==> src/hdl/q4dp_ram.sv <==
// ----------------------------------------------------------------------------
// q4dp_ram
// Generic single-write, single-read RAM with registered read data.
// ----------------------------------------------------------------------------
`default_nettype none

module q4dp_ram #(
  parameter int WIDTH = 32,
  parameter int DEPTH = 16,
  localparam int AW = $clog2(DEPTH)
) (
  input  wire logic             clk,
  input  wire logic             we,
  input  wire logic [AW-1:0]    waddr,
  input  wire logic [WIDTH-1:0] wdata,
  input  wire logic             re,
  input  wire logic [AW-1:0]    raddr,
  output logic      [WIDTH-1:0] rdata
);

  logic [WIDTH-1:0] mem [DEPTH];

  always_ff @(posedge clk) begin
    if (we) mem[waddr] <= wdata;
    if (re) rdata <= mem[raddr];
  end

endmodule

`default_nettype wire

==> config.mk <==
export PLATFORM = sky130hd
export DESIGN_NAME = q4dp_ram
export DESIGN_NICKNAME = d
export VERILOG_FILES = /design/src/hdl/q4dp_ram.sv
export SDC_FILE = /design/constraint.sdc
export NUM_CORES = 1
export LEC_CHECK = 0
export ABC_AREA = 1
export BUFFER_PORTS_ARGS = -buffer_cell sky130_fd_sc_hd__buf_2
export CORE_MARGIN = 3
export CORE_UTILIZATION = 50
export CTS_BUF_LIST = sky130_fd_sc_hd__clkbuf_16
export DETAILED_ROUTE_END_ITERATION = 10
export PLACE_DENSITY = 0.67
export SKIP_CTS_REPAIR_TIMING = 1
export SLEW_MARGIN = 20
export SYNTH_ARGS = -nofsm -noshare
export SYNTH_HDL_FRONTEND = slang
export SYNTH_SLANG_ARGS = --single-unit
export TNS_END_PERCENT = 20
==> constraint.sdc <==
create_clock -name clk -period 2.2 [get_ports clk]
set_clock_uncertainty 0.2 [all_clocks]
set_input_delay 0 -clock clk [delete_from_list [all_inputs] [get_ports clk]]
set_output_delay 0 -clock clk [all_outputs]
set_load 0.005 [all_outputs]
Word level (Yosys, flattened, before mapping)
Memory sizes are Yosys's and may differ from the RTL's. A register that Yosys moved wholly into a read port is not among the register bits. Cells that the tools add are included.

Register bits after elaboration: 0. RAM bits: 512. Bits of input ports: 43. Word-level logic and storage cells: 3. Memories: 1.

Memory list: mem (depth 16, width 32, rd ports 1, clocked after memory_dff 1, write ports 1, line 21) `logic [WIDTH-1:0] mem [DEPTH];`.

Multiplexer cells: 2.

Operators with widths (number): $mux W1 (2).

Longest topological paths before layout
Gate-level depths: netlist of run 1.

Depth after elaboration: 2. Depth in mapped cells: 10. Gate-level depth less buffers: 7.

Least setup slack after synthesis of run 1
No wires, ideal clock.

Path kind: in2reg. Start point: input waddr[2]. End point: memory mem[10][0] (enable). Setup time: 0.421 ns. Arrival: 1.572 ns. Required time: 1.579 ns. Path slack: 0.007 ns. Cell stages on the path: 2. Path buffers: 0. Cells stage by stage: nand3b_1 > nor2_1.

RTL lines: start, declared (line 14) `input wire logic [AW-1:0] waddr,`; end, declared (line 21).

Straight into the memory's write port.

==> results of run 1 <==
[layout make-up]
type                    instances  area (µm²)  area share (%)
clock inverters                38         225           0.857
inverters                     390        1470            5.60
well taps                     600         751            2.86
multi-input cells            1081        4670            17.8
clock buffers                  55        1380            5.24
flip-flops and latches        544       16300            62.2
repair buffers                163        1450            5.52
[layout by cell type, fill, tap and decap left out, drive strengths merged]
master       count
nand3b           2
inv            408
dlygate4sd3     35
nor2            17
clkinvlp         2
buf            127
edfxtp         544
bufinv           2
nand3          385
clkinv          16
nand2          677
clkbuf          56
[path summary, 6_finish.rpt]
kind         slack (ps)         to  depth (start not counted)        start
max                 410  rdata[19]                         10     raddr[0]
min                 -20   rdata[7]                          6     raddr[1]
max reg2reg         850  rdata[11]                          6  mem[15][11]
min reg2reg         540  rdata[12]                          6  mem[11][12]
[layer usage]
metal	GRT usage [%]	up-vias	part of all wire (%)
li1	-	7090	-
met3	3.57	93	7.1
met1	30.6	7187	42
met2	37.1	562	48
met4	6.65	0	2.4
met5	0	-	0
[synth_stat cells]
master    number
inv_1        388
clkbuf_1      14
buf_2         41
edfxtp_1     544
buf_6         29
nand3_1      385
nand3b_1       2
buf_4          6
buf_12         1
inv_4          1
inv_2          1
nor2_1        17
buf_1         14
nand2_1      677
[cells by family (layout without fill, tap and decap cells)]
family,count (synthesis),after routing,share of synthesized area [%]
AND/OR/NAND/NOR,1081,1081,19.7
flip-flops,544,544,70.9
buffers and inverters,495,646,9.41
[state kept, by name (all words and copies together) (netlist names)]
| signal | flops |
|---|---|
| rdata | 32 |
| mem | 512 |
[tightest hold or removal path: cells and delay by family]
family                 cells  cell delay (ps)
buffers and inverters      2              280
AND/OR/NAND/NOR            4              310
[report_power, final]
group | internal (mW) | total, mW | switching (mW)
registers | 11.7 | 11.7 | 0.0666
logic | 0.449 | 1.40 | 0.955
clock network | 4.72 | 8.41 | 3.69
total | 16.8 | 21.6 | 4.71
[metrics by stage]
stage               std cells  setup slack [ps]  area (µm²)  hold WS, ps  util, %
global route             2871               319       26300         11.9     57.8
detailed placement       2743               373       24300          185     53.5
CTS                      2836               756       25900         -464     57.0
global placement         2743               423       24300          185     53.5
finish                   2871               407       26300        -19.3     57.8
floorplan                2120              7.30       23100         -101        -
==> impl_summary.md, run 1 <==
Worst setup path
The type of the setup path with the least slack is in2reg. The delay of the slowest critical-path stage is about 550 ps. STA puts the critical path data required time at between 2000 and 2500 ps. Among the stages of the critical path, the cell type that occurs most often is nand3_1. The worst setup path is launched from an input port. The top cell family by delay on the critical path is buffers and inverters. Of all nets on the critical path, the largest fanout is 31.

The element type at the critical path end is a flip-flop. The data arrival at the endpoint of the critical path is 1940 ps. Counting both buffers and inverters, the worst setup path holds a total of 5. Traced cell by cell, the critical path runs through dlygate4sd3_1 -> clkbuf_8 -> inv_6 -> buf_12 -> buf_12 -> nand2_1 -> nand3_1 -> nand3_1 -> nand3_1 -> nand2_1.

The slowest stage cell on the critical path is dlygate4sd3_1.

Global route
The global-route usage over all layers is between 20% and 30%. The wire length of the first global-routing pass is about 82000 µm. The total overflow left after global routing is 0.

The via count of the first global-routing pass is roughly 15000. The number of antenna violations at the first check in global routing is 0. Entering global routing, the biggest net connects between 100 and 150 pins.

Pwr
For this design the static power due to leakage is about 11 nW. The peak ir drop on the vdd network is approximately 0.00059 V. Power comes to ~22 mW. For this design the ratio of total power to cell area is approximately 820 nW/µm².

Run
The count of maximum capacitance violations is 0.

Cells and area
The fraction of layout instances using a drive strength above 1 is a little under a tenth. After filler insertion, the fill cell instance count of the layout stands at about 3700. The total inserted antenna cells is 0.

The synthesis-to-layout area growth is 14.0%. The number of nets in the finished design is 2276.

Synth
Sequential cells were found to cover 70.9% of the synthesized design area. The post-synthesis instance total is roughly 2100. The flip-flop and latch count after synthesis is roughly 540. In the post-synthesis netlist, the biggest area contributors are edfxtp_1 71%, nand2_1 11%, nand3_1 8.4%.

The area share of the largest cell type after synthesis is a little under three quarters. The cell taking the most area after synthesis is edfxtp_1. The number of warnings issued by yosys is 0. The synthesized area divided by synthesized cell count is 10.9 µm².

In this run, distinct cell masters in the synthesized netlist total 14. The summed instance area of the synthesized netlist is about 23000 µm². The number of nets produced by synthesis is roughly 2200.

Floorplanning
The floorplan step set the die height to roughly 220 µm. The total core area is 45500 µm². The initial core utilization is between 50 and 60%.

The total die area is a little under 50000 µm². In this run the count of I/O pins placed on the die edge is 75. In this run the core area contains 78 standard-cell rows. Measured along the x axis, the die boundary spans 221 µm.

Timing
The final setup violation count is 0. The number of pins with negative max-slew slack in the final report is 0. The smallest clock period supported by the final layout is computed as approximately 1800 ps.

Setup repair after global routing left no endpoint under its margin. The worst slew slack as a fraction of its limit is 38.0%. For this run, the top clock speed supported by timing is 558 MHz. For the pin with the worst max-slew slack, the measured transition is roughly 930 ps.

Setup total negative slack on the finished layout was measured at 0 ps. The worst hold-check slack is -19.3 ps. The number of failing hold endpoints at the final stage is 4. The final cycle utilization of the critical path is between 80% and 90%.

Routing
After detailed routing, the average wire length per cell comes to between 15 and 20 µm. The final routed DRC violation total is 0. The number of DRC markers in iteration 0 is roughly 1500. In the routed layout, each cell is associated on average with a via count of roughly 5.2. The total routed wirelength is around 53000 µm.

The count of antenna-violating nets left after detailed routing is 0. The detailed router placed about 15000 vias in this run. Before antenna repair, the detailed router went through 7 iterations.

CTS
The tree built by TritonCTS fans out to between 500 and 600 sinks. After clock tree synthesis, the clock-pin slew on the worst setup and hold paths is approximately 60 ps. TritonCTS built the clock tree.

The number of buffers created by CTS is 53. The maximum buffer depth of the clock tree is 3. The cell at the root of the clock tree is clkbuf_16. The CTS H-tree depth is 2. The clock latency of the later-clocked register in the worst-skew pair is ~600 ps.

Run status
The flow ran to the end, but the final reports show violations. The checks that failed: negative hold slack.

Placed design
Routability-driven placement finished with a final weighted congestion of between 0.7 and 0.8. The half-perimeter wire length after placement is between 20000 and 30000 µm. In this run the tool buffered the top-level ports with 74 buffer cells.

Min path
The worst hold path belongs to the class in2reg.
No activity file was read; power rests on OpenSTA's default activity.
==> run 2, diff against run 1 <==
==> constraint.sdc (replaced) <==
create_clock -name clk -period 1.6 [get_ports clk]
set_clock_uncertainty 0.2 [all_clocks]
set_input_delay 0 -clock clk [delete_from_list [all_inputs] [get_ports clk]]
set_output_delay 0 -clock clk [all_outputs]
set_load 0.005 [all_outputs]
==> impl_summary.md, run 2 (synthesis results as in run 1) <==
Placed design
The half-perimeter wire length after placement is 30200 µm (+5.6%). The standard cell area after detailed placement is 24800 µm² (+1.9%). The final weighted congestion of routability-driven global placement is 0.792 (+2.5%). The total of buffers placed on input and output ports is 74 (unchanged).

The post-place setup slack is 33.4 ps (-339 ps).

Floorplanning
The width of the die is 221 µm (unchanged). The initial core utilization was 50.7% (unchanged). The total core area is 45500 µm² (unchanged).

The placement row count is 78 (unchanged). The height of the die is 221 µm (unchanged). The number of I/O pins is 75 (unchanged). The total die area is 48700 µm² (unchanged).

Worst setup path
STA classifies the critical path endpoint as a flip-flop. The register-to-register path setup slack is 280 ps (-570 ps). The endpoint identified for the worst register-to-register timing path is rdata[20].

The type of the setup path with the least slack is in2reg. The top fanout value on the critical path is 27 (-13%). The type of origin of the critical path is an input port.

The data arrival at the endpoint of the critical path is 1730 ps (-210 ps). The required time reported for the critical path endpoint is 1850 ps (-500 ps). The depth of the worst register-to-register path came to 6 (unchanged). The startpoint of the worst register-to-register path is mem[14][20].

Cells and area
The number of nets in the finished design is 2301 (+1.1%). The flip-flop count of the largest register, all copies and words added is 512 (unchanged). The largest registers in the layout are mem (512), rdata (32).

The total inserted antenna cells is 0 (unchanged). The synthesis-to-layout area growth is 16.5%. The utilization after layout is 59.0% (+1.3 points).

The most frequent standard cell in the layout excluding fill and tap cells is nand2_1. The library cells used most frequently in the layout, excluding fill and tap cells, are 677 x nand2_1, 544 x edfxtp_1, 401 x inv_1, 385 x nand3_1, 72 x buf_2. The finished layout cell area was 26900 µm² (+2.2%). More flip-flops sit in one register than any other, and that register is mem. The fraction of layout instances using a drive strength above 1 was 10.1% (+0.62 points).

Routing
The length of the first detailed-routing pass in iterations is 5 (-2). The final routed DRC violation total is 0 (unchanged). The total routed wirelength is 54400 µm (+2.4%).

The number of DRC markers in iteration 0 is 1328 (-9.8%). The average vias per placed instance was 5.15 (-0.95%). The total via count in the routed design is 14900 (+0.020%). The count of antenna-violating nets left after detailed routing was 0 (unchanged). The routed length per instance is 18.8 µm (+1.4%).

Timing
The final setup violation count is 0 (unchanged). For this run, the top clock speed supported by timing is between 600 and 700 MHz. After layout, the minimum clock period comes to approximately 1500 ps. The worst slew slack as a fraction of its limit is 57.9% (+20 points). Dividing the final minimum period by the clock period gives 92.6%. Setup repair after global routing left no endpoint under its margin. The worst hold-check slack was -19.6 ps (-0.360 ps). The worst setup margin came to 118 ps (-289 ps). The number of pins with negative max-slew slack in the final report is 0 (unchanged). The number of failing hold endpoints at the final stage is 3 (-1).

The actual slew at the worst max-slew pin was 631 ps (-299 ps).

Pwr
The static power due to leakage is 11.4 nW (+2.0%). The power density over the cells is 1120 nW/µm² (+37%). The peak ir drop on the vdd network is 0.000840 V (+43%).

Run status
The final reports fail on negative hold slack. The flow ran to the end, but the final reports show violations.

CTS
The number of buffers created by CTS is 55 (+3.8%). The maximum buffer depth of the clock tree is 3 (unchanged). The clock sink count is 544 (unchanged). The clock latency of the later-clocked register in the worst-skew pair is 590 ps (about the same).

The tree is rooted in a clkbuf_16. The clock-pin slew reported for the worst setup and hold paths after clock tree synthesis is 60 ps (about the same). The clock tree from TritonCTS is built.

The CTS H-tree depth is 2 (unchanged).

Global route
The via count of the first global-routing pass is 14600 (+0.63%). The wire length of the first global-routing pass came to 83300 µm (+1.0%). The total grt overflow was 0 (unchanged). The largest net degree at the start of global routing is 84 (-31%).

The number of antenna violations at the first check in global routing came to 0 (unchanged). The global-route usage over all layers is 22.6% (+0.34 points).

Min path
The hold path depth came to 7 (+1). The path with the worst hold slack has its endpoint at rdata[11]. The hold path startpoint is raddr[0]. The tightest min-delay check is of the in2reg type.

Run
The count of maximum capacitance violations is 0 (unchanged).
==> run 2: worst max path at each step <==
stage / depth (start not counted) / from / slack [ps] / to
final: 8 / raddr[1] / 120 / rdata[27]
after global routing: 8 / raddr[1] / 30 / rdata[0]
after CTS: 1 / rdata[11] / 140 / rdata[11]
after detailed placement: 8 / raddr[0] / 30 / rdata[0]
after global placement: 8 / raddr[0] / 50 / rdata[0]
after floorplan: 2 / waddr[2] / -130 / mem[10][0]
==> run 2: metal layers <==
| layer | GRT usage, % | vias up | routed length, µm |
|---|---|---|---|
| met1 | 30.0 | 7197 | 22800 |
| met2 | 38.4 | 492 | 26800 |
| met4 | 8.08 | 0 | 1460 |
| li1 | - | 7145 | - |
| met5 | 0 | - | 0 |
| met3 | 3.35 | 101 | 3340 |
==> run 2: worst max-delay path, stage by stage <==
cell	delay (ps)
dlygate4sd3_1	540
buf_4	210
inv_4	130
buf_4	360
nand3_1	140
nand3_1	110
nand3_1	120
nand2_1	110
==> run 2: metrics by stage <==
step                      cells  power, mW  setup TNS, ps  hold WS [ps]
after floorplan            2120       17.5         -52250          -101
after global placement     2762       18.3              0           184
after detailed placement   2762       18.4              0           189
after CTS                  2860       30.2              0          -441
after global routing       2899       31.1              0          8.18
final                      2899       30.1              0         -19.6
==> run 2: cell type report <==
| cell class | count | area [µm²] |
|---|---|---|
| multi-input combinational | 1081 | 4670 |
| timing repair buffer | 186 | 1960 |
| clock inverter | 41 | 241 |
| fill | 3718 | 18600 |
| sequential | 544 | 16300 |
| inverter | 390 | 1470 |
| tap | 600 | 751 |
| clock buffer | 57 | 1430 |
==> run 2: where the power goes <==
group	internal [mW]	switching [mW]	total, mW
sequential	16.1	0.0960	16.2
clock	6.84	5.11	11.9
combinational	0.675	1.32	1.99
total	23.6	6.52	30.1
