===== config.mk =====
export PLATFORM = sky130hd
export DESIGN_NAME = q4dp_merge
export DESIGN_NICKNAME = d
export VERILOG_FILES = /design/src/hdl/q4dp_pkg.sv /design/src/hdl/q4dp_merge.sv
export SDC_FILE = /design/constraint.sdc
export NUM_CORES = 2
export LEC_CHECK = 0
export BUFFER_PORTS_ARGS = -buffer_cell sky130_fd_sc_hd__buf_2
export CORE_ASPECT_RATIO = 1.4
export CORE_MARGIN = 1.5
export CORE_UTILIZATION = 60
export CTS_CLUSTER_SIZE = 28
export DETAILED_ROUTE_END_ITERATION = 10
export GPL_TIMING_DRIVEN = 0
export PLACE_DENSITY = 0.83
export SLEW_MARGIN = 20
export SYNTH_ARGS = -nofsm -noshare
export SYNTH_HDL_FRONTEND = slang
export SYNTH_SLANG_ARGS = --single-unit

===== constraint.sdc =====
create_clock -name clk -period 32.6 [get_ports clk]
set_clock_uncertainty 0.15 [all_clocks]
set_input_delay 6.52 -clock clk [delete_from_list [all_inputs] [get_ports clk]]
set_output_delay 6.52 -clock clk [all_outputs]
set_load 0.05 [all_outputs]

===== src/hdl/q4dp_pkg.sv =====
// ----------------------------------------------------------------------------
// q4dp_pkg
// Shared constants, lane control type and IEEE single arithmetic for the
// quantized 4-bit block dot product.
// ----------------------------------------------------------------------------
`default_nettype none

package q4dp_pkg;

  localparam int VECTOR_DEPTH = 16384;
  localparam int BANKS        = 4;
  localparam int BANK_DEPTH   = (VECTOR_DEPTH + BANKS - 1) / BANKS;
  localparam int BANK_AW      = $clog2(BANK_DEPTH);
  localparam int NBLK         = VECTOR_DEPTH / 32;
  localparam int POS_W        = $clog2(NBLK + 1);

  localparam logic OP_LOAD  = 1'b0;
  localparam logic OP_BLOCK = 1'b1;

  // lane step codes, in issue order
  localparam logic [3:0] ST_P01   = 4'd0;
  localparam logic [3:0] ST_P23   = 4'd1;
  localparam logic [3:0] ST_PART0 = 4'd2;
  localparam logic [3:0] ST_P45   = 4'd3;
  localparam logic [3:0] ST_P67   = 4'd4;
  localparam logic [3:0] ST_PART1 = 4'd5;
  localparam logic [3:0] ST_BOTH  = 4'd6;
  localparam logic [3:0] ST_SCALE = 4'd7;
  localparam logic [3:0] ST_ACC   = 4'd8;

  localparam logic [31:0] F32_DEF_NAN = 32'hFFC0_0000;
  localparam logic [31:0] F32_QUIET   = 32'h0040_0000;
  localparam logic [30:0] F32_INF_MAG = 31'h7F80_0000;

  typedef struct packed {
    logic       clr;
    logic       prod_en;
    logic [2:0] prod_idx;
    logic       step_en;
    logic [3:0] step;
  } lane_ctl_t;

  // weight nibble minus 8, as an exact single
  function automatic logic [31:0] nib_to_f32(input logic [3:0] nib);
    logic       neg;
    logic [3:0] mag;
    logic [1:0] p;
    logic [26:0] t;
    logic [31:0] res;
    neg = ~nib[3];
    mag = nib[3] ? {1'b0, nib[2:0]} : (4'd8 - nib);
    p = 2'd0;
    for (int i = 0; i < 4; i++) begin
      if (mag[i]) p = 2'(i);
    end
    t = {mag, 23'b0} >> p;
    if (mag == 4'd0) res = 32'd0;
    else res = {neg, 8'(8'd127 + 8'(p)), t[22:0]};
    return res;
  endfunction

  // half bits to single bits, exact
  function automatic logic [31:0] half_to_f32(input logic [15:0] h);
    logic        s;
    logic [4:0]  e;
    logic [9:0]  f;
    logic [3:0]  p;
    logic [32:0] t;
    logic [31:0] res;
    s = h[15];
    e = h[14:10];
    f = h[9:0];
    p = 4'd0;
    for (int i = 0; i < 10; i++) begin
      if (f[i]) p = 4'(i);
    end
    t = {f, 23'b0} >> p;
    if (e == 5'd0) begin
      if (f == 10'd0) res = {s, 31'd0};
      else res = {s, 8'(8'd103 + 8'(p)), t[22:0]};
    end else if (e == 5'd31) begin
      res = {s, 8'hFF, f, 13'd0};
    end else begin
      res = {s, 8'(8'd112 + 8'(e)), f, 13'd0};
    end
    return res;
  endfunction

  // single add, round to nearest even
  function automatic logic [31:0] f32_add(input logic [31:0] a, input logic [31:0] b);
    logic        a_nan, b_nan, a_inf, b_inf, swap, s_big, s_sml, stk, g, rs, inc;
    logic [8:0]  ea, eb, e_big, e_sml, d, e, shl;
    logic [23:0] ma, mb, m_big, m_sml;
    logic [4:0]  dc, lz;
    logic [53:0] sh;
    logic [26:0] xs;
    logic [27:0] s;
    logic [31:0] res;
    a_nan = (a[30:23] == 8'hFF) && (a[22:0] != 23'd0);
    b_nan = (b[30:23] == 8'hFF) && (b[22:0] != 23'd0);
    a_inf = (a[30:23] == 8'hFF) && (a[22:0] == 23'd0);
    b_inf = (b[30:23] == 8'hFF) && (b[22:0] == 23'd0);
    ma = {a[30:23] != 8'd0, a[22:0]};
    mb = {b[30:23] != 8'd0, b[22:0]};
    ea = (a[30:23] == 8'd0) ? 9'd1 : {1'b0, a[30:23]};
    eb = (b[30:23] == 8'd0) ? 9'd1 : {1'b0, b[30:23]};
    swap  = {ea, ma} < {eb, mb};
    e_big = swap ? eb : ea;
    e_sml = swap ? ea : eb;
    m_big = swap ? mb : ma;
    m_sml = swap ? ma : mb;
    s_big = swap ? b[31] : a[31];
    s_sml = swap ? a[31] : b[31];
    d  = e_big - e_sml;
    dc = (d > 9'd28) ? 5'd28 : d[4:0];
    sh = {m_sml, 3'b000, 27'd0} >> dc;
    xs = sh[53:27];
    stk = |sh[26:0];
    xs[0] = xs[0] | stk;
    if (s_big == s_sml) s = {1'b0, m_big, 3'b000} + {1'b0, xs};
    else s = {1'b0, m_big, 3'b000} - {1'b0, xs};
    e = e_big;
    lz = 5'd0;
    shl = 9'd0;
    if (s[27]) begin
      s = {1'b0, s[27:2], s[1] | s[0]};
      e = e + 9'd1;
    end else begin
      for (int i = 0; i < 27; i++) begin
        if (s[i]) lz = 5'(26 - i);
      end
      shl = ({4'd0, lz} < (e - 9'd1)) ? {4'd0, lz} : (e - 9'd1);
      s = s << shl;
      e = e - shl;
    end
    g   = s[2];
    rs  = s[1] | s[0];
    inc = g & (rs | s[3]);
    if (e >= 9'd255) res = {s_big, F32_INF_MAG};
    else res = {s_big, (s[26] ? e[7:0] : 8'd0), s[25:3]} + {31'd0, inc};
    if (s == 28'd0) res = {a[31] & b[31], 31'd0};
    if (a_nan) res = a | F32_QUIET;
    else if (b_nan) res = b | F32_QUIET;
    else if (a_inf && b_inf && (a[31] != b[31])) res = F32_DEF_NAN;
    else if (a_inf) res = a;
    else if (b_inf) res = b;
    return res;
  endfunction

  // single multiply, round to nearest even
  function automatic logic [31:0] f32_mul(input logic [31:0] a, input logic [31:0] b);
    logic               a_nan, b_nan, a_inf, b_inf, a_zero, b_zero, s, stk, g, st, inc;
    logic [8:0]         ea, eb;
    logic [23:0]        ma, mb;
    logic [47:0]        pr;
    logic [5:0]         lz, rsh;
    logic signed [11:0] e0, e;
    logic [31:0]        res;
    a_nan  = (a[30:23] == 8'hFF) && (a[22:0] != 23'd0);
    b_nan  = (b[30:23] == 8'hFF) && (b[22:0] != 23'd0);
    a_inf  = (a[30:23] == 8'hFF) && (a[22:0] == 23'd0);
    b_inf  = (b[30:23] == 8'hFF) && (b[22:0] == 23'd0);
    a_zero = (a[30:0] == 31'd0);
    b_zero = (b[30:0] == 31'd0);
    s  = a[31] ^ b[31];
    ma = {a[30:23] != 8'd0, a[22:0]};
    mb = {b[30:23] != 8'd0, b[22:0]};
    ea = (a[30:23] == 8'd0) ? 9'd1 : {1'b0, a[30:23]};
    eb = (b[30:23] == 8'd0) ? 9'd1 : {1'b0, b[30:23]};
    pr = ma * mb;
    e0 = $signed({3'd0, ea}) + $signed({3'd0, eb}) - 12'sd126;
    lz = 6'd0;
    for (int i = 0; i < 48; i++) begin
      if (pr[i]) lz = 6'(47 - i);
    end
    stk = 1'b0;
    rsh = 6'd0;
    if (e0 - $signed({6'd0, lz}) >= 12'sd1) begin
      pr = pr << lz;
      e  = e0 - $signed({6'd0, lz});
    end else if (e0 >= 12'sd1) begin
      pr = pr << 6'(e0 - 12'sd1);
      e  = 12'sd1;
    end else begin
      rsh = ((12'sd1 - e0) > 12'sd48) ? 6'd48 : 6'(12'sd1 - e0);
      stk = |(pr & ((48'd1 << rsh) - 48'd1));
      pr  = pr >> rsh;
      e   = 12'sd1;
    end
    g   = pr[23];
    st  = (|pr[22:0]) | stk;
    inc = g & (st | pr[24]);
    if (e >= 12'sd255) res = {s, F32_INF_MAG};
    else res = {s, (pr[47] ? e[7:0] : 8'd0), pr[46:24]} + {31'd0, inc};
    if (a_nan) res = a | F32_QUIET;
    else if (b_nan) res = b | F32_QUIET;
    else if ((a_inf && b_zero) || (b_inf && a_zero)) res = F32_DEF_NAN;
    else if (a_inf || b_inf) res = {s, F32_INF_MAG};
    else if (a_zero || b_zero) res = {s, 31'd0};
    return res;
  endfunction

endpackage

`default_nettype wire


===== src/hdl/q4dp_merge.sv =====
// ----------------------------------------------------------------------------
// q4dp_merge
// Combine the four lane sums: pairwise adds registered, then the final add.
// ----------------------------------------------------------------------------
`default_nettype none

module q4dp_merge (
  input  wire logic             clk,
  input  wire logic             start,
  input  wire logic [3:0][31:0] lane_sum,
  output logic      [31:0]      total
);

  logic [31:0] a_r, b_r;

  always_ff @(posedge clk) begin
    if (start) begin
      a_r <= q4dp_pkg::f32_add(lane_sum[0], lane_sum[1]);
      b_r <= q4dp_pkg::f32_add(lane_sum[2], lane_sum[3]);
    end
  end

  assign total = q4dp_pkg::f32_add(a_r, b_r);

endmodule

`default_nettype wire


==> run summary, run 1 <==
Complex-gate fraction of the synthesized area: 38.08%
PortBufs: 160
Vias in the first global route: 53,850
Post-synthesis xor/xnor area fraction: 4.491%
First Error: [ERROR GRT-0116] Global routing finished with congestion. Check the congestion regions in the DRC Viewer.
Dpl cell area: 0.04147 mm^2
Post-place setup slack: 5.521 ns
Die W: 220.0 um
Io pins: 162
Synth top area cells: ha_1 (9.5%), a21oi_1 (6.7%), nand2_1 (6.0%), nor2_1 (5.8%), edfxtp_1 (4.9%)
Post-DP HPWL: 160,000 um
Largest net degree at the start of global routing: 65
All-Layer GR Usage: 64.98%
GRT Residual Overflow: 142
Library cells used by synthesis: 147
Synthesis Warnings: 0
Root Buffer: clkbuf_16
Syn avg cell area: 6.597 um^2
# resized after CTS: 0
Starting Density: 60.47%
Post-synthesis sequential area ratio: 4.858%
# Post-CTS Setup Buffers: 0
Post-synthesis simple-gate area fraction: 28.84%
EDFF count, synth: 64
Total CTS buffers: 9
Multiplexer area fraction after synthesis: 6.611%
Hold_buf cts: 0
Die height: 306.8 um
Seq cells post-synth: 64
CTS max path bufs: 2
Status: stopped before the end
GPL Wtd Cong: 1.216
H-tree depth: 3
Syn Inst Count: 5,996
Count of clock tree sinks: 64
Combinational family with the most area after synthesis: compound AO/OA/AOI/OAI gates
Ys async rst share: 0%
Post-Synth Adder-Cell Area: 9.793%
Post-synthesis net count: 6,432
Post-synth top area share: 9.489%
Post-synth top area cell: ha_1
Synth Flop Type: edfxtp_1
First-pass GRT wire length: 334,600 um
Failed at: global routing
Row cnt: 111
Synth Cell Area: 0.03956 mm^2
synthesized netlist by cell type, types with 80 or more instances:
master and number:
a211oi_1 99, a21o_1 125, a21oi_1 529, a22oi_1 80, clkbuf_1 223, ha_1 300
inv_1 340, mux2i_1 162, nand2_1 631, nand3_1 184, nand4_1 111, nor2_1 610
nor3_1 199, nor4_1 95, o211ai_1 95, o21ai_0 348, o22ai_1 87, xnor2_1 152
cell families after synthesis:
group | count (synthesis)
AND/OR/NAND/NOR | 2320
buffers and inverters | 708
AO/OA/AOI/OAI | 2164
flip-flops | 64
multiplexers | 232
adder cells (fa/ha/maj) | 306
XOR/XNOR | 202
metrics by stage:
step | std cells | hold WS [ns]
3_5_place_dp | 7004 | 6.799
2_1_floorplan | 5996 | 6.483
4_1_cts | 7019 | 6.468
3_3_place_gp | 7003 | 6.804
metal layers:
layer	overflow	global-route usage (%)
met1	2	66.33
met2	91	88.64
met3	0	39.77
met4	49	63.44
met5	0	4.741
==> run 2, diff against run 1 <==
--- a/config.mk
+++ b/config.mk
@@ -6,13 +6,11 @@
 export NUM_CORES = 2
 export LEC_CHECK = 0
 export BUFFER_PORTS_ARGS = -buffer_cell sky130_fd_sc_hd__buf_2
-export CORE_ASPECT_RATIO = 1.4
 export CORE_MARGIN = 1.5
-export CORE_UTILIZATION = 60
-export CTS_CLUSTER_SIZE = 28
+export CORE_UTILIZATION = 40
 export DETAILED_ROUTE_END_ITERATION = 10
 export GPL_TIMING_DRIVEN = 0
-export PLACE_DENSITY = 0.83
+export PLACE_DENSITY_LB_ADDON = 0.15
 export SLEW_MARGIN = 20
 export SYNTH_ARGS = -nofsm -noshare
 export SYNTH_HDL_FRONTEND = slang
==> run summary, run 2 <==
Io pins: 162 (unchanged)
Status: completed
CTS max path bufs: 2 (unchanged)
Worst EP required: 25.93 ns
Core Region: 0.09813 mm^2
Largest regs: a_r: 32 flops, b_r: 32 flops
Hold Path Class: in -> reg
H-tree depth: 3 (unchanged)
# DRC: 0
FMAX: 33.43 MHz
Setup tns final: 0 ns
Endpoints failing setup: 0
# nets final: 6,606
Count of clock tree sinks: 64 (unchanged)
First-pass GRT wire length: 313,300 um
Commonest non-fill, non-tap cell in the layout: nand2_1
Largest net degree at the start of global routing: 65
Part of the cycle the worst path needs: 91.77%
Max-cap viol count: 0
Design Area, Final: 0.04235 mm^2
All-Layer GR Usage: 40.15%
Reg clk slew, reported paths: 0.06 ns
Via count: 52,200
Rel. slew slack: 19.94%
Final Hold Viols: 0
Die W: 317.5 um (+44%)
Most common cell in the netlist: nand2_1
Final WL: 215,400 um
Initial antenna violation count: 8
Total CTS buffers: 9 (unchanged)
Worst stage delay on the critical path: 0.93 ns
Critical Path Slowest Stage Cell: nor4b_1
Die ar.: 0.1008 mm^2
Synth top area cells: ha_1 (9.5%), a21oi_1 (6.7%), nand2_1 (6.0%), nor2_1 (5.8%), edfxtp_1 (4.9%)
Vias in the first global route: 47,520
Row cnt: 115 (+3.6%)
Dpl cell area: 0.04204 mm^2 (+1.4%)
Pre-Repair DR Iteration Count: 9
Post-route ant nets: 0
Drt initial violations: 7,528
Seq cells post-synth: 64 (unchanged)
Starting Density: 40.31% (-20 points)
Post-synth top area share: 9.489% (unchanged)
Commonest cells after routing, fill and taps aside: nand2_1 (631), nor2_1 (610), a21oi_1 (529), o21ai_0 (346), inv_1 (340)
Syn Inst Count: 5,996 (unchanged)
# Post-CTS Setup Buffers: 0 (unchanged)
Ys async rst share: 0% (unchanged)
Post-DP HPWL: 175,300 um (+9.6%)
Minimum clock period: 29.92 ns
Post-synthesis net count: 6,432 (unchanged)
PortBufs: 160 (unchanged)
Syn avg cell area: 6.597 um^2 (unchanged)
Library cells used by synthesis: 147 (unchanged)
Post-synthesis sequential area ratio: 4.858% (unchanged)
RSZ-0062 raised after global routing: false
EDFF count, synth: 64 (unchanged)
GRT Residual Overflow: 0
CP Max Fanout: 10
Most instantiated cells after synthesis: nand2_1 (631), nor2_1 (610), a21oi_1 (529), o21ai_0 (348), inv_1 (340)
Synth Flop Type: edfxtp_1
# resized after CTS: 0 (unchanged)
CP arrival: 23.25 ns
Hold_buf cts: 0 (unchanged)
Via/cell ratio: 6.994
Synthesis Warnings: 0 (unchanged)
Die height: 317.5 um (+3.5%)
CTS tree: built
WL per Instance: 28.86 um
Crit Path Class: reg -> out
Setup crit end kind: output port
Post-synth top area cell: ha_1
Slew Viols, Final: 0
Fraction of layout cells with a size suffix above 1: 9.085%
Worst Max-Slew Pin Slew: 1.190 ns
GPL Wtd Cong: 1.063 (-13%)
Critical Path Source Type: register
Area Growth Syn to Fin: 7.053%
Synth Cell Area: 0.03956 mm^2 (unchanged)
Root Buffer: clkbuf_16
## run 2: critical path, delay by kind of cell (launching register included)
kind | cells | cell delay (ns)
adders and majority gates | 5 | 1.48
DFF | 1 | 0.46
AOI/OAI and AO/OA | 25 | 6.67
xor gates and xnor gates | 4 | 1.52
and+or+nand+nor | 25 | 7.76
muxes | 1 | 0.63
buffers and inverters | 14 | 4.34
## run 2: final timing paths
check                        start        to  slack, ns  cells past startpoint
worst max-delay path       a_r[27]  total[9]       2.68                     74
worst min-delay path  lane_sum[83]   b_r[19]       6.54                      3
## run 2: cells by family (layout without fill, tap and decap cells)
family	count (synthesis)	after routing	share of synthesized area (%)
buffers and inverters	708	887	7.329
AO/OA/AOI/OAI	2164	2164	38.08
multiplexers	232	232	6.611
AND/OR/NAND/NOR	2320	2320	28.84
XOR/XNOR	202	202	4.491
other	0	2	0
flip-flops	64	64	4.858
adder cells (fa/ha/maj)	306	306	9.793
## run 2: layout make-up
type,count,area (um^2)
Inverter,351,1318
Multi-Input combinational cell,5224,34800
Buffer,357,1582
Clock inverter,6,60.06
Tap cell,1287,1610
Sequential cell,64,1922
Timing Repair Buffer,163,823.3
Fill cell,10750,55780
Antenna cell,2,5.005
Clock buffer,10,229.0
## run 2: routing by layer
metal / share of wire (%) / wire, um / GRT usage [%] / up-vias
met1: 40 / 86100 / 52.38 / 24610
met3: 10 / 22550 / 6.547 / 859
met2: 42 / 91330 / 62.46 / 3672
li1: - / - / - / 23060
met4: 7.1 / 15400 / 23.13 / 6
met5: 0.021 / 46 / 0 / -
## run 2: metrics by stage
stage | setup WS [ns] | std cells | hold WS [ns] | util (%)
CTS | 3.641 | 7461 | 6.520 | 43.13
global route | 1.804 | 7462 | 6.543 | 43.15
finish | 2.684 | 7464 | 6.536 | 43.15
floorplan | 9.165 | 5996 | 6.483 | -
global placement | 3.915 | 7443 | 6.857 | 42.77
detailed placement | 4.063 | 7445 | 6.880 | 42.84
Power of run 2 is left out: the tool's default activity adds up to more than one toggle a clock period on the data nets, which glitch-free logic cannot reach.
