===== src/hdl/q4dp_pkg.sv =====
// ----------------------------------------------------------------------------
// q4dp_pkg
// Shared constants, lane control type and IEEE single arithmetic for the
// quantized 4-bit block dot product.
// ----------------------------------------------------------------------------
`default_nettype none

package q4dp_pkg;

  localparam int VECTOR_DEPTH = 16384;
  localparam int BANKS        = 4;
  localparam int BANK_DEPTH   = (VECTOR_DEPTH + BANKS - 1) / BANKS;
  localparam int BANK_AW      = $clog2(BANK_DEPTH);
  localparam int NBLK         = VECTOR_DEPTH / 32;
  localparam int POS_W        = $clog2(NBLK + 1);

  localparam logic OP_LOAD  = 1'b0;
  localparam logic OP_BLOCK = 1'b1;

  // lane step codes, in issue order
  localparam logic [3:0] ST_P01   = 4'd0;
  localparam logic [3:0] ST_P23   = 4'd1;
  localparam logic [3:0] ST_PART0 = 4'd2;
  localparam logic [3:0] ST_P45   = 4'd3;
  localparam logic [3:0] ST_P67   = 4'd4;
  localparam logic [3:0] ST_PART1 = 4'd5;
  localparam logic [3:0] ST_BOTH  = 4'd6;
  localparam logic [3:0] ST_SCALE = 4'd7;
  localparam logic [3:0] ST_ACC   = 4'd8;

  localparam logic [31:0] F32_DEF_NAN = 32'hFFC0_0000;
  localparam logic [31:0] F32_QUIET   = 32'h0040_0000;
  localparam logic [30:0] F32_INF_MAG = 31'h7F80_0000;

  typedef struct packed {
    logic       clr;
    logic       prod_en;
    logic [2:0] prod_idx;
    logic       step_en;
    logic [3:0] step;
  } lane_ctl_t;

  // weight nibble minus 8, as an exact single
  function automatic logic [31:0] nib_to_f32(input logic [3:0] nib);
    logic       neg;
    logic [3:0] mag;
    logic [1:0] p;
    logic [26:0] t;
    logic [31:0] res;
    neg = ~nib[3];
    mag = nib[3] ? {1'b0, nib[2:0]} : (4'd8 - nib);
    p = 2'd0;
    for (int i = 0; i < 4; i++) begin
      if (mag[i]) p = 2'(i);
    end
    t = {mag, 23'b0} >> p;
    if (mag == 4'd0) res = 32'd0;
    else res = {neg, 8'(8'd127 + 8'(p)), t[22:0]};
    return res;
  endfunction

  // half bits to single bits, exact
  function automatic logic [31:0] half_to_f32(input logic [15:0] h);
    logic        s;
    logic [4:0]  e;
    logic [9:0]  f;
    logic [3:0]  p;
    logic [32:0] t;
    logic [31:0] res;
    s = h[15];
    e = h[14:10];
    f = h[9:0];
    p = 4'd0;
    for (int i = 0; i < 10; i++) begin
      if (f[i]) p = 4'(i);
    end
    t = {f, 23'b0} >> p;
    if (e == 5'd0) begin
      if (f == 10'd0) res = {s, 31'd0};
      else res = {s, 8'(8'd103 + 8'(p)), t[22:0]};
    end else if (e == 5'd31) begin
      res = {s, 8'hFF, f, 13'd0};
    end else begin
      res = {s, 8'(8'd112 + 8'(e)), f, 13'd0};
    end
    return res;
  endfunction

  // single add, round to nearest even
  function automatic logic [31:0] f32_add(input logic [31:0] a, input logic [31:0] b);
    logic        a_nan, b_nan, a_inf, b_inf, swap, s_big, s_sml, stk, g, rs, inc;
    logic [8:0]  ea, eb, e_big, e_sml, d, e, shl;
    logic [23:0] ma, mb, m_big, m_sml;
    logic [4:0]  dc, lz;
    logic [53:0] sh;
    logic [26:0] xs;
    logic [27:0] s;
    logic [31:0] res;
    a_nan = (a[30:23] == 8'hFF) && (a[22:0] != 23'd0);
    b_nan = (b[30:23] == 8'hFF) && (b[22:0] != 23'd0);
    a_inf = (a[30:23] == 8'hFF) && (a[22:0] == 23'd0);
    b_inf = (b[30:23] == 8'hFF) && (b[22:0] == 23'd0);
    ma = {a[30:23] != 8'd0, a[22:0]};
    mb = {b[30:23] != 8'd0, b[22:0]};
    ea = (a[30:23] == 8'd0) ? 9'd1 : {1'b0, a[30:23]};
    eb = (b[30:23] == 8'd0) ? 9'd1 : {1'b0, b[30:23]};
    swap  = {ea, ma} < {eb, mb};
    e_big = swap ? eb : ea;
    e_sml = swap ? ea : eb;
    m_big = swap ? mb : ma;
    m_sml = swap ? ma : mb;
    s_big = swap ? b[31] : a[31];
    s_sml = swap ? a[31] : b[31];
    d  = e_big - e_sml;
    dc = (d > 9'd28) ? 5'd28 : d[4:0];
    sh = {m_sml, 3'b000, 27'd0} >> dc;
    xs = sh[53:27];
    stk = |sh[26:0];
    xs[0] = xs[0] | stk;
    if (s_big == s_sml) s = {1'b0, m_big, 3'b000} + {1'b0, xs};
    else s = {1'b0, m_big, 3'b000} - {1'b0, xs};
    e = e_big;
    lz = 5'd0;
    shl = 9'd0;
    if (s[27]) begin
      s = {1'b0, s[27:2], s[1] | s[0]};
      e = e + 9'd1;
    end else begin
      for (int i = 0; i < 27; i++) begin
        if (s[i]) lz = 5'(26 - i);
      end
      shl = ({4'd0, lz} < (e - 9'd1)) ? {4'd0, lz} : (e - 9'd1);
      s = s << shl;
      e = e - shl;
    end
    g   = s[2];
    rs  = s[1] | s[0];
    inc = g & (rs | s[3]);
    if (e >= 9'd255) res = {s_big, F32_INF_MAG};
    else res = {s_big, (s[26] ? e[7:0] : 8'd0), s[25:3]} + {31'd0, inc};
    if (s == 28'd0) res = {a[31] & b[31], 31'd0};
    if (a_nan) res = a | F32_QUIET;
    else if (b_nan) res = b | F32_QUIET;
    else if (a_inf && b_inf && (a[31] != b[31])) res = F32_DEF_NAN;
    else if (a_inf) res = a;
    else if (b_inf) res = b;
    return res;
  endfunction

  // single multiply, round to nearest even
  function automatic logic [31:0] f32_mul(input logic [31:0] a, input logic [31:0] b);
    logic               a_nan, b_nan, a_inf, b_inf, a_zero, b_zero, s, stk, g, st, inc;
    logic [8:0]         ea, eb;
    logic [23:0]        ma, mb;
    logic [47:0]        pr;
    logic [5:0]         lz, rsh;
    logic signed [11:0] e0, e;
    logic [31:0]        res;
    a_nan  = (a[30:23] == 8'hFF) && (a[22:0] != 23'd0);
    b_nan  = (b[30:23] == 8'hFF) && (b[22:0] != 23'd0);
    a_inf  = (a[30:23] == 8'hFF) && (a[22:0] == 23'd0);
    b_inf  = (b[30:23] == 8'hFF) && (b[22:0] == 23'd0);
    a_zero = (a[30:0] == 31'd0);
    b_zero = (b[30:0] == 31'd0);
    s  = a[31] ^ b[31];
    ma = {a[30:23] != 8'd0, a[22:0]};
    mb = {b[30:23] != 8'd0, b[22:0]};
    ea = (a[30:23] == 8'd0) ? 9'd1 : {1'b0, a[30:23]};
    eb = (b[30:23] == 8'd0) ? 9'd1 : {1'b0, b[30:23]};
    pr = ma * mb;
    e0 = $signed({3'd0, ea}) + $signed({3'd0, eb}) - 12'sd126;
    lz = 6'd0;
    for (int i = 0; i < 48; i++) begin
      if (pr[i]) lz = 6'(47 - i);
    end
    stk = 1'b0;
    rsh = 6'd0;
    if (e0 - $signed({6'd0, lz}) >= 12'sd1) begin
      pr = pr << lz;
      e  = e0 - $signed({6'd0, lz});
    end else if (e0 >= 12'sd1) begin
      pr = pr << 6'(e0 - 12'sd1);
      e  = 12'sd1;
    end else begin
      rsh = ((12'sd1 - e0) > 12'sd48) ? 6'd48 : 6'(12'sd1 - e0);
      stk = |(pr & ((48'd1 << rsh) - 48'd1));
      pr  = pr >> rsh;
      e   = 12'sd1;
    end
    g   = pr[23];
    st  = (|pr[22:0]) | stk;
    inc = g & (st | pr[24]);
    if (e >= 12'sd255) res = {s, F32_INF_MAG};
    else res = {s, (pr[47] ? e[7:0] : 8'd0), pr[46:24]} + {31'd0, inc};
    if (a_nan) res = a | F32_QUIET;
    else if (b_nan) res = b | F32_QUIET;
    else if ((a_inf && b_zero) || (b_inf && a_zero)) res = F32_DEF_NAN;
    else if (a_inf || b_inf) res = {s, F32_INF_MAG};
    else if (a_zero || b_zero) res = {s, 31'd0};
    return res;
  endfunction

endpackage

`default_nettype wire


===== src/hdl/q4dp_lane.sv =====
// ----------------------------------------------------------------------------
// q4dp_lane
// One summation lane: eight weight products, ordered add tree, scale and
// running lane sum, on one shared adder and one shared multiplier.
// ----------------------------------------------------------------------------
`default_nettype none

module q4dp_lane (
  input  wire logic                 clk,
  input  wire logic                 rst_n,
  input  wire q4dp_pkg::lane_ctl_t  ctl,
  input  wire logic [31:0]          act,
  input  wire logic [31:0]          wbytes,
  input  wire logic [31:0]          scale,
  output logic      [31:0]          sum
);

  logic [31:0] p_r [8];
  logic [31:0] r0_r, r1_r, r2_r, acc_r;
  logic [1:0]  g;
  logic [3:0]  nib;
  logic [31:0] mul_a, mul_b, mul_y, add_a, add_b, add_y;

  assign g   = ctl.prod_idx[1:0];
  assign nib = ctl.prod_idx[2] ? wbytes[8*g+4 +: 4] : wbytes[8*g +: 4];

  always_comb begin
    mul_a = ctl.prod_en ? q4dp_pkg::nib_to_f32(nib) : scale;
    mul_b = ctl.prod_en ? act : r0_r;
    mul_y = q4dp_pkg::f32_mul(mul_a, mul_b);
  end

  always_comb begin
    unique case (ctl.step)
      q4dp_pkg::ST_P01:   begin add_a = p_r[0]; add_b = p_r[1]; end
      q4dp_pkg::ST_P23:   begin add_a = p_r[2]; add_b = p_r[3]; end
      q4dp_pkg::ST_PART0: begin add_a = r0_r;   add_b = r1_r;   end
      q4dp_pkg::ST_P45:   begin add_a = p_r[4]; add_b = p_r[5]; end
      q4dp_pkg::ST_P67:   begin add_a = p_r[6]; add_b = p_r[7]; end
      q4dp_pkg::ST_PART1: begin add_a = r1_r;   add_b = r2_r;   end
      q4dp_pkg::ST_BOTH:  begin add_a = r0_r;   add_b = r1_r;   end
      q4dp_pkg::ST_ACC:   begin add_a = acc_r;  add_b = r0_r;   end
      default:            begin add_a = 32'd0;  add_b = 32'd0;  end
    endcase
    add_y = q4dp_pkg::f32_add(add_a, add_b);
  end

  // products and partial sums
  always_ff @(posedge clk) begin
    if (ctl.prod_en) p_r[ctl.prod_idx] <= mul_y;
    if (ctl.step_en) begin
      unique case (ctl.step)
        q4dp_pkg::ST_P01:   r0_r <= add_y;
        q4dp_pkg::ST_P23:   r1_r <= add_y;
        q4dp_pkg::ST_PART0: r0_r <= add_y;
        q4dp_pkg::ST_P45:   r1_r <= add_y;
        q4dp_pkg::ST_P67:   r2_r <= add_y;
        q4dp_pkg::ST_PART1: r1_r <= add_y;
        q4dp_pkg::ST_BOTH:  r0_r <= add_y;
        q4dp_pkg::ST_SCALE: r0_r <= mul_y;
        default:            ;
      endcase
    end
  end

  // running lane sum, positive zero at reset and row end
  always_ff @(posedge clk) begin
    if (!rst_n || ctl.clr) begin
      acc_r <= 32'd0;
    end else if (ctl.step_en && (ctl.step == q4dp_pkg::ST_ACC)) begin
      acc_r <= add_y;
    end
  end

  assign sum = acc_r;

endmodule

`default_nettype wire


===== config.mk =====
export PLATFORM = sky130hd
export DESIGN_NAME = q4dp_lane
export DESIGN_NICKNAME = d
export VERILOG_FILES = /design/src/hdl/q4dp_pkg.sv /design/src/hdl/q4dp_lane.sv
export SDC_FILE = /design/constraint.sdc
export NUM_CORES = 2
export LEC_CHECK = 0
export BUFFER_PORTS_ARGS = -buffer_cell sky130_fd_sc_hd__buf_2
export CORE_UTILIZATION = 35
export CTS_BUF_LIST = sky130_fd_sc_hd__clkbuf_16
export CTS_CLUSTER_DIAMETER = 50
export DETAILED_ROUTE_END_ITERATION = 16
export GPL_TIMING_DRIVEN = 0
export HOLD_SLACK_MARGIN = 0.12
export SYNTH_ARGS = -nofsm -noshare
export SYNTH_HDL_FRONTEND = slang
export SYNTH_SLANG_ARGS = --single-unit

===== constraint.sdc =====
create_clock -name clk -period 20.1 [get_ports clk]
set_input_delay 0 -clock clk [delete_from_list [all_inputs] [get_ports clk]]
set_output_delay 0 -clock clk [all_outputs]
set_load 0.05 [all_outputs]

== After elaboration in Yosys (flattened, before gate mapping) ==
Memories as Yosys holds them, arrays and structs flattened.
Cells that the tools add are included.
W data, S select, Z words.
Storage, ports and cells
  register bits after elaboration: 128
  bits in latches: 0
  bits in writable memories: 256
  bits in read-only memories: 0
  input port bits: 108
  output and inout port bits: 32
  memories: 1
Operators by class
  add/subtract/negate cells: 17
  $mul: 1
  div/mod/pow operators: 0
  order comparisons: 8
  eq/ne operators: 14
  shift operators: 9
  muxes and demuxes: 125
  bitwise gates (word level): 12
  reduce and logical (&&, ||, !) cells: 49
Memory list
  p_r: depth 8, bits a word 32, read ports 8, clocked after memory_dff 0, write ports 1, line q4dp_lane.sv:18  | logic [31:0] p_r [8];
Operators by type and width (number)
  $mux W32: 16
  $pmux W32 S7: 2
  $mux W6: 49
  $mux W5: 29
  $mux W48: 2
  $shl A48 B6 Y48: 2
  $logic_not A23 Y1: 4
  $reduce_bool A23 Y1: 4
  $add A32 B1 Y32: 2
  $mux W8: 8
  $pmux W32 S2: 1
  $logic_not A31 Y1: 2
  $mux W28: 2
  $shr A54 B5 Y54: 1
  $and A48 B48 Y48: 1
  $mul A24 B24 Y48: 1
  $mux W24: 2
  $reduce_or A48 Y1: 1
  $shl A1 B6 Y48 const A: 1
  $shr A48 B6 Y48: 1
  $sub A48 B1 Y48 const B: 1
  $eq A8 B8 Y1 const B: 4
  $logic_not A8 Y1: 4
  $lt A32 B32 Y1: 1
  other kinds (52): 94

== Longest topological paths before layout ==
  depth after elaboration: 76
  depth in mapped cells: 91
  gate-level depth less buffers: 77

== Worst setup path after synthesis ==
Ideal clock, no wire load.
  path kind: register -> register
  start point: register r1_r[30]
  end point: register r0_r[1], data pin
  arrival time: 17.810 ns
  required time: 19.930 ns
  slack: 2.120 ns
  cell stages (with the launch flop): 81
  path buffers: 11
  period minus slack after synthesis: 17.980 ns
  path through: edfxtp_1 mux2_2 a22o_1 a221o_1 or4_1 o21bai_2 ha_1 buf_2 nand4_1 or4_1 clkbuf_1 or3_1 a211oi_2 nor3_2 clkbuf_1 clkbuf_1 buf_1 nor3_1 [45 not listed] nand2_1 clkinv_1 ha_1 and2_1 fa_1 a21o_1 a21oi_1 o21bai_1 a21oi_1 o21bai_1 a21oi_1 xor2_1 o21ai_0 or3b_2 clkbuf_1 nor2_1 a221oi_1 o31ai_1
On the way
  word-level cells in the longest chain between the ends: 57
  elaborated cells on any way between the ends: 84
RTL lines
  start, declared: line q4dp_lane.sv:19  | logic [31:0] r0_r, r1_r, r2_r, acc_r;
  start signal, assigned: line q4dp_lane.sv:54  | q4dp_pkg::ST_P23: r1_r <= add_y;
  start signal, assigned: line q4dp_lane.sv:56  | q4dp_pkg::ST_P45: r1_r <= add_y;
  start signal, assigned: line q4dp_lane.sv:58  | q4dp_pkg::ST_PART1: r1_r <= add_y;
  $pmux W32 S7: line q4dp_lane.sv:34  | unique case (ctl.step)
  $logic_not A8 Y1, on equally long branches: line q4dp_pkg.sv:105, q4dp_pkg.sv:106
  $mux W8, on equally long branches: line q4dp_pkg.sv:105, q4dp_pkg.sv:106
  $lt A32 B32 Y1: line q4dp_pkg.sv:107  | swap = {ea, ma} < {eb, mb};
  $mux W8, on equally long branches: line q4dp_pkg.sv:108, q4dp_pkg.sv:109
  $sub A8 B8 Y9: line q4dp_pkg.sv:114  | d = e_big - e_sml;
  $gt A9 B5 Y1: line q4dp_pkg.sv:115  | dc = (d > 9'd28) ? 5'd28 : d[4:0];
  $mux W5: line q4dp_pkg.sv:115
  [41 not listed]
  $mux W32: line q4dp_pkg.sv:139  | if (e >= 9'd255) res = {s_big, F32_INF_MAG};
  $mux W32: line q4dp_pkg.sv:141  | if (s == 28'd0) res = {a[31] & b[31], 31'd0};
  $mux W32: line q4dp_pkg.sv:146  | else if (b_inf) res = b;
  $mux W32: line q4dp_pkg.sv:145  | else if (a_inf) res = a;
  $mux W32: line q4dp_pkg.sv:144  | else if (a_inf && b_inf && (a[31] != b[31])) res = F32_DEF_NAN;
  $mux W32: line q4dp_pkg.sv:143  | else if (b_nan) res = b | F32_QUIET;
  $mux W32 *: line q4dp_pkg.sv:142  | if (a_nan) res = a | F32_QUIET;
  $pmux W32 S2 *: line q4dp_lane.sv:52  | unique case (ctl.step)
  end signal, assigned: line q4dp_lane.sv:53  | q4dp_pkg::ST_P01: r0_r <= add_y;
  end signal, assigned: line q4dp_lane.sv:55  | q4dp_pkg::ST_PART0: r0_r <= add_y;
  end signal, assigned: line q4dp_lane.sv:59  | q4dp_pkg::ST_BOTH: r0_r <= add_y;
  end, declared: line q4dp_lane.sv:19
Mark *: on every way between the ends. The rest lies on a longest branch, timed or not. The select of a mux whose other input is x is not followed.
A chain may end at the register's enable or synchronous reset.

== Final worst setup path ==
  start point: register r1_r[30]
  end point: register r0_r[2], data pin
Same word-level chain as after synthesis.

==> flow_metrics.env <==
export IMPL_cp_max_fo=19
export IMPL_synthArstFlopShare=0
export IMPL_vias=65336
export IMPL_portBuffers=136
export IMPL_met2_usage=0.570
export IMPL_vias_per_cell=6.45
export IMPL_reg2reg_to="r0_r[2]"
export IMPL_ant_nets=0
export IMPL_ys_ff_latch=384
export IMPL_worst_setup_path_start_kind="register"
export IMPL_worst_slew_pin_slew_ns=1.60
export IMPL_finalSetupViolCount=0
export IMPL_syn_inst=7515
export IMPL_critPathSlowestCell="nor4_1"
export IMPL_slowest_delay_ns=0.65
export IMPL_numCtsBuffers=34
export IMPL_timing_max_cap_violations=6
export IMPL_synthTopCellsByArea="edfxtp_1 (17%), fa_1 (16%), ha_1 (6.0%), and2_1 (5.4%), inv_1 (4.4%)"
export IMPL_tns_ns=0
export IMPL_cts_clk_slew_worst_paths_ns=0.07
export IMPL_grt_pass1_wl_microns=461000
export IMPL_grt_max_degree=25
export IMPL_crit_required_ns=20.48
export IMPL_synth_cell_types=123
export IMPL_ios=140
export IMPL_avgSynthCellArea_sq_um=8.25
export IMPL_wl_per_cell_microns=32.3
export IMPL_dp_worst_setup_slack_ns=-6.19
export IMPL_top_usage_layer="met2"
export IMPL_antenna_found_initial=27
export IMPL_fp_dieH_microns=423
export IMPL_r2r_start="r1_r[30]"
export IMPL_clk_path_buf_depth=3
export IMPL_worst_skew_pair_late_latency_ns=0.57
export IMPL_grt_pass1_vias=63450
export IMPL_die_area_sq_mm=0.179
export IMPL_grt_ovfl_total=0
export IMPL_hp_class="in2reg"
export IMPL_cts_sinks=384
export IMPL_met3_usage=0.0628
export IMPL_cp_arrival_ns=19.97
export IMPL_place_hpwl_microns=262000
export IMPL_grt_total_usage=0.353
export IMPL_min_to="sum[14]"
export IMPL_ys_warnings_count=0
export IMPL_hold_viol=0
export IMPL_gr_usage_met1=0.423
export IMPL_dpl_cell_area_sq_mm=0.0662
export IMPL_finalCoreUtilization=0.391
export IMPL_core_sq_mm=0.176
export IMPL_first_iter_violations=9036
export IMPL_holdPathStages=4
export IMPL_skew_ns=0.0345
export IMPL_nets=8633
export IMPL_syn_area_sq_mm=0.0620
export IMPL_fmax_mhz=51.0
export IMPL_cts_tree="done"
export IMPL_cts_htree_levels=2
export IMPL_relSlewSlack=-0.0765
export IMPL_violations="capacitance limit, slew limit"
export IMPL_design_area_sq_mm=0.0689
export IMPL_synth_edf_count=352
export IMPL_synth_flop_cell="edfxtp_1"
export IMPL_reg2regPathDepth=72
export IMPL_path_common_cell="a21o_1"
export IMPL_r2r_slack_ns=0.51
export IMPL_outcome="finished with violations"
export IMPL_gp_congestion=1.07
export IMPL_drc=0
export IMPL_synth_fp_nets=8407
export IMPL_fin_ws_ns=0.509
export IMPL_fin_crit_ns=19.59
export IMPL_yosys_area_top_type="edfxtp_1"
export IMPL_core_rowCount=154
export IMPL_wirelength_microns=327000
export IMPL_drive_gt1_frac=0.0967
export IMPL_ys_seq_area_frac=0.181
export IMPL_cp_end_kind="register"
export IMPL_hp_start="rst_n"
export IMPL_synth_top_area_frac=0.171
export IMPL_chipWidth_microns=423
export IMPL_area_delta_synth_final_pct=11.1
export IMPL_slew_violations=45
export IMPL_post_route_period_util=0.975
export IMPL_clock_root_buffer="clkbuf_16"
export IMPL_start_util=0.352
export IMPL_drtPass1Iterations=10
export IMPL_critPathKind="reg2reg"
## layer usage
layer  wire (microns)  part of all wire
met5               92           0.00028
met4            28700             0.088
met3            30600             0.094
met2           148000              0.45
met1           119000              0.36
## cell families (layout without fill, tap and decap cells)
family	count (synthesis)	in the layout	synth area share
buffers and inverters	1228	1480	0.0759
AO/OA/AOI/OAI	2035	2035	0.224
XOR/XNOR	191	191	0.0271
multiplexers	329	329	0.0619
flip-flops	384	384	0.181
adder cells (fa/ha/maj)	784	784	0.217
other	0	15	0
AND/OR/NAND/NOR	2564	2564	0.213
## final cells by class
type                    count  area (sq um)
diodes                     15          37.5
plain buffers             487          2070
clock buffers              35           876
clock inverters            27           214
fillers                 18164        107000
inverters                 729          2740
multi-input cells        5903         47400
flip-flops and latches    384         11200
well taps                2340          2930
repair buffers            202          1380
## flip-flops by register name (all words and copies together), names as in the netlist
register and flops:
r2_r 32, sum 32, r1_r 32, p_r 256, r0_r 32
## synth_stat cells, drive strengths merged (29+ instances only)
master,count
inv,726
nor2,602
and2,532
a21oi,494
fa,486
nand2,468
clkbuf,398
o21ai,359
edfxtp,352
ha,298
mux2i,238
nand3,236
nor3,174
a22oi,131
xnor2,124
a211oi,115
buf,101
o211ai,94
a31oi,91
nor2b,88
a21o,84
nor4,70
nand4,68
xor2,67
o22ai,66
o31ai,64
nand2b,60
mux2,53
a222oi,51
or2,50
o21a,48
or3,44
o21bai,40
and3,39
mux4,38
o221ai,33
or4,33
dfxtp,32
nand3b,30
a2111oi,29
a221oi,29
o2111ai,29
## worst max-delay path: cells and delay by family (launching register included)
kind / cells / cell delay, ns
AOI/OAI and AO/OA: 28 / 5.81
adders and majority gates: 5 / 1.56
DFF: 1 / 0.40
buffers and inverters: 12 / 2.52
xor gates and xnor gates: 3 / 0.89
muxes: 2 / 0.69
and+or+nand+nor: 22 / 7.51
## worst max-delay path by stage
stage	start	slack (ns)	end	depth (start not counted)
2_1_floorplan	r1_r[30]	2.12	r0_r[1]	80
3_3_place_gp	ctl[3]	-6.78	r0_r[2]	81
3_5_place_dp	ctl[3]	-6.19	r0_r[2]	81
4_1_cts	ctl[7]	0.03	r0_r[28]	68
5_1_grt	r1_r[30]	-0.03	r0_r[2]	80
6_report	r1_r[30]	0.51	r0_r[2]	72
## layout by cell type (no fill, tap or decap), types with 130 or more instances in the layout
| cell | count |
|---|---|
| mux2i_1 | 236 |
| clkbuf_1 | 347 |
| a21oi_1 | 474 |
| edfxtp_1 | 352 |
| nor2_1 | 584 |
| buf_2 | 177 |
| nand3_1 | 225 |
| nand2_1 | 460 |
| fa_1 | 486 |
| and2_1 | 529 |
| a22oi_1 | 130 |
| nor3_1 | 156 |
| ha_1 | 297 |
| inv_1 | 727 |
| o21ai_0 | 336 |
## stage by stage
step | hold slack [ns] | std cells
6_report | 0.208 | 10122
5_1_grt | 0.224 | 10115
4_1_cts | 0.173 | 10098
3_5_place_dp | 0.569 | 10023
3_3_place_gp | 0.561 | 9991
2_1_floorplan | 0.266 | 7515
## timing repair
item,4_1_cts,5_1_grt
hold endpoints to repair,13,0
pin swaps,15,20
setup endpoints to repair,376,376
buffers inserted,16,15
resized for setup,179,117
hold buffers,2,0
Power is left out: the tool's default activity adds up to more than one toggle a clock period on the data nets, which glitch-free logic cannot reach.
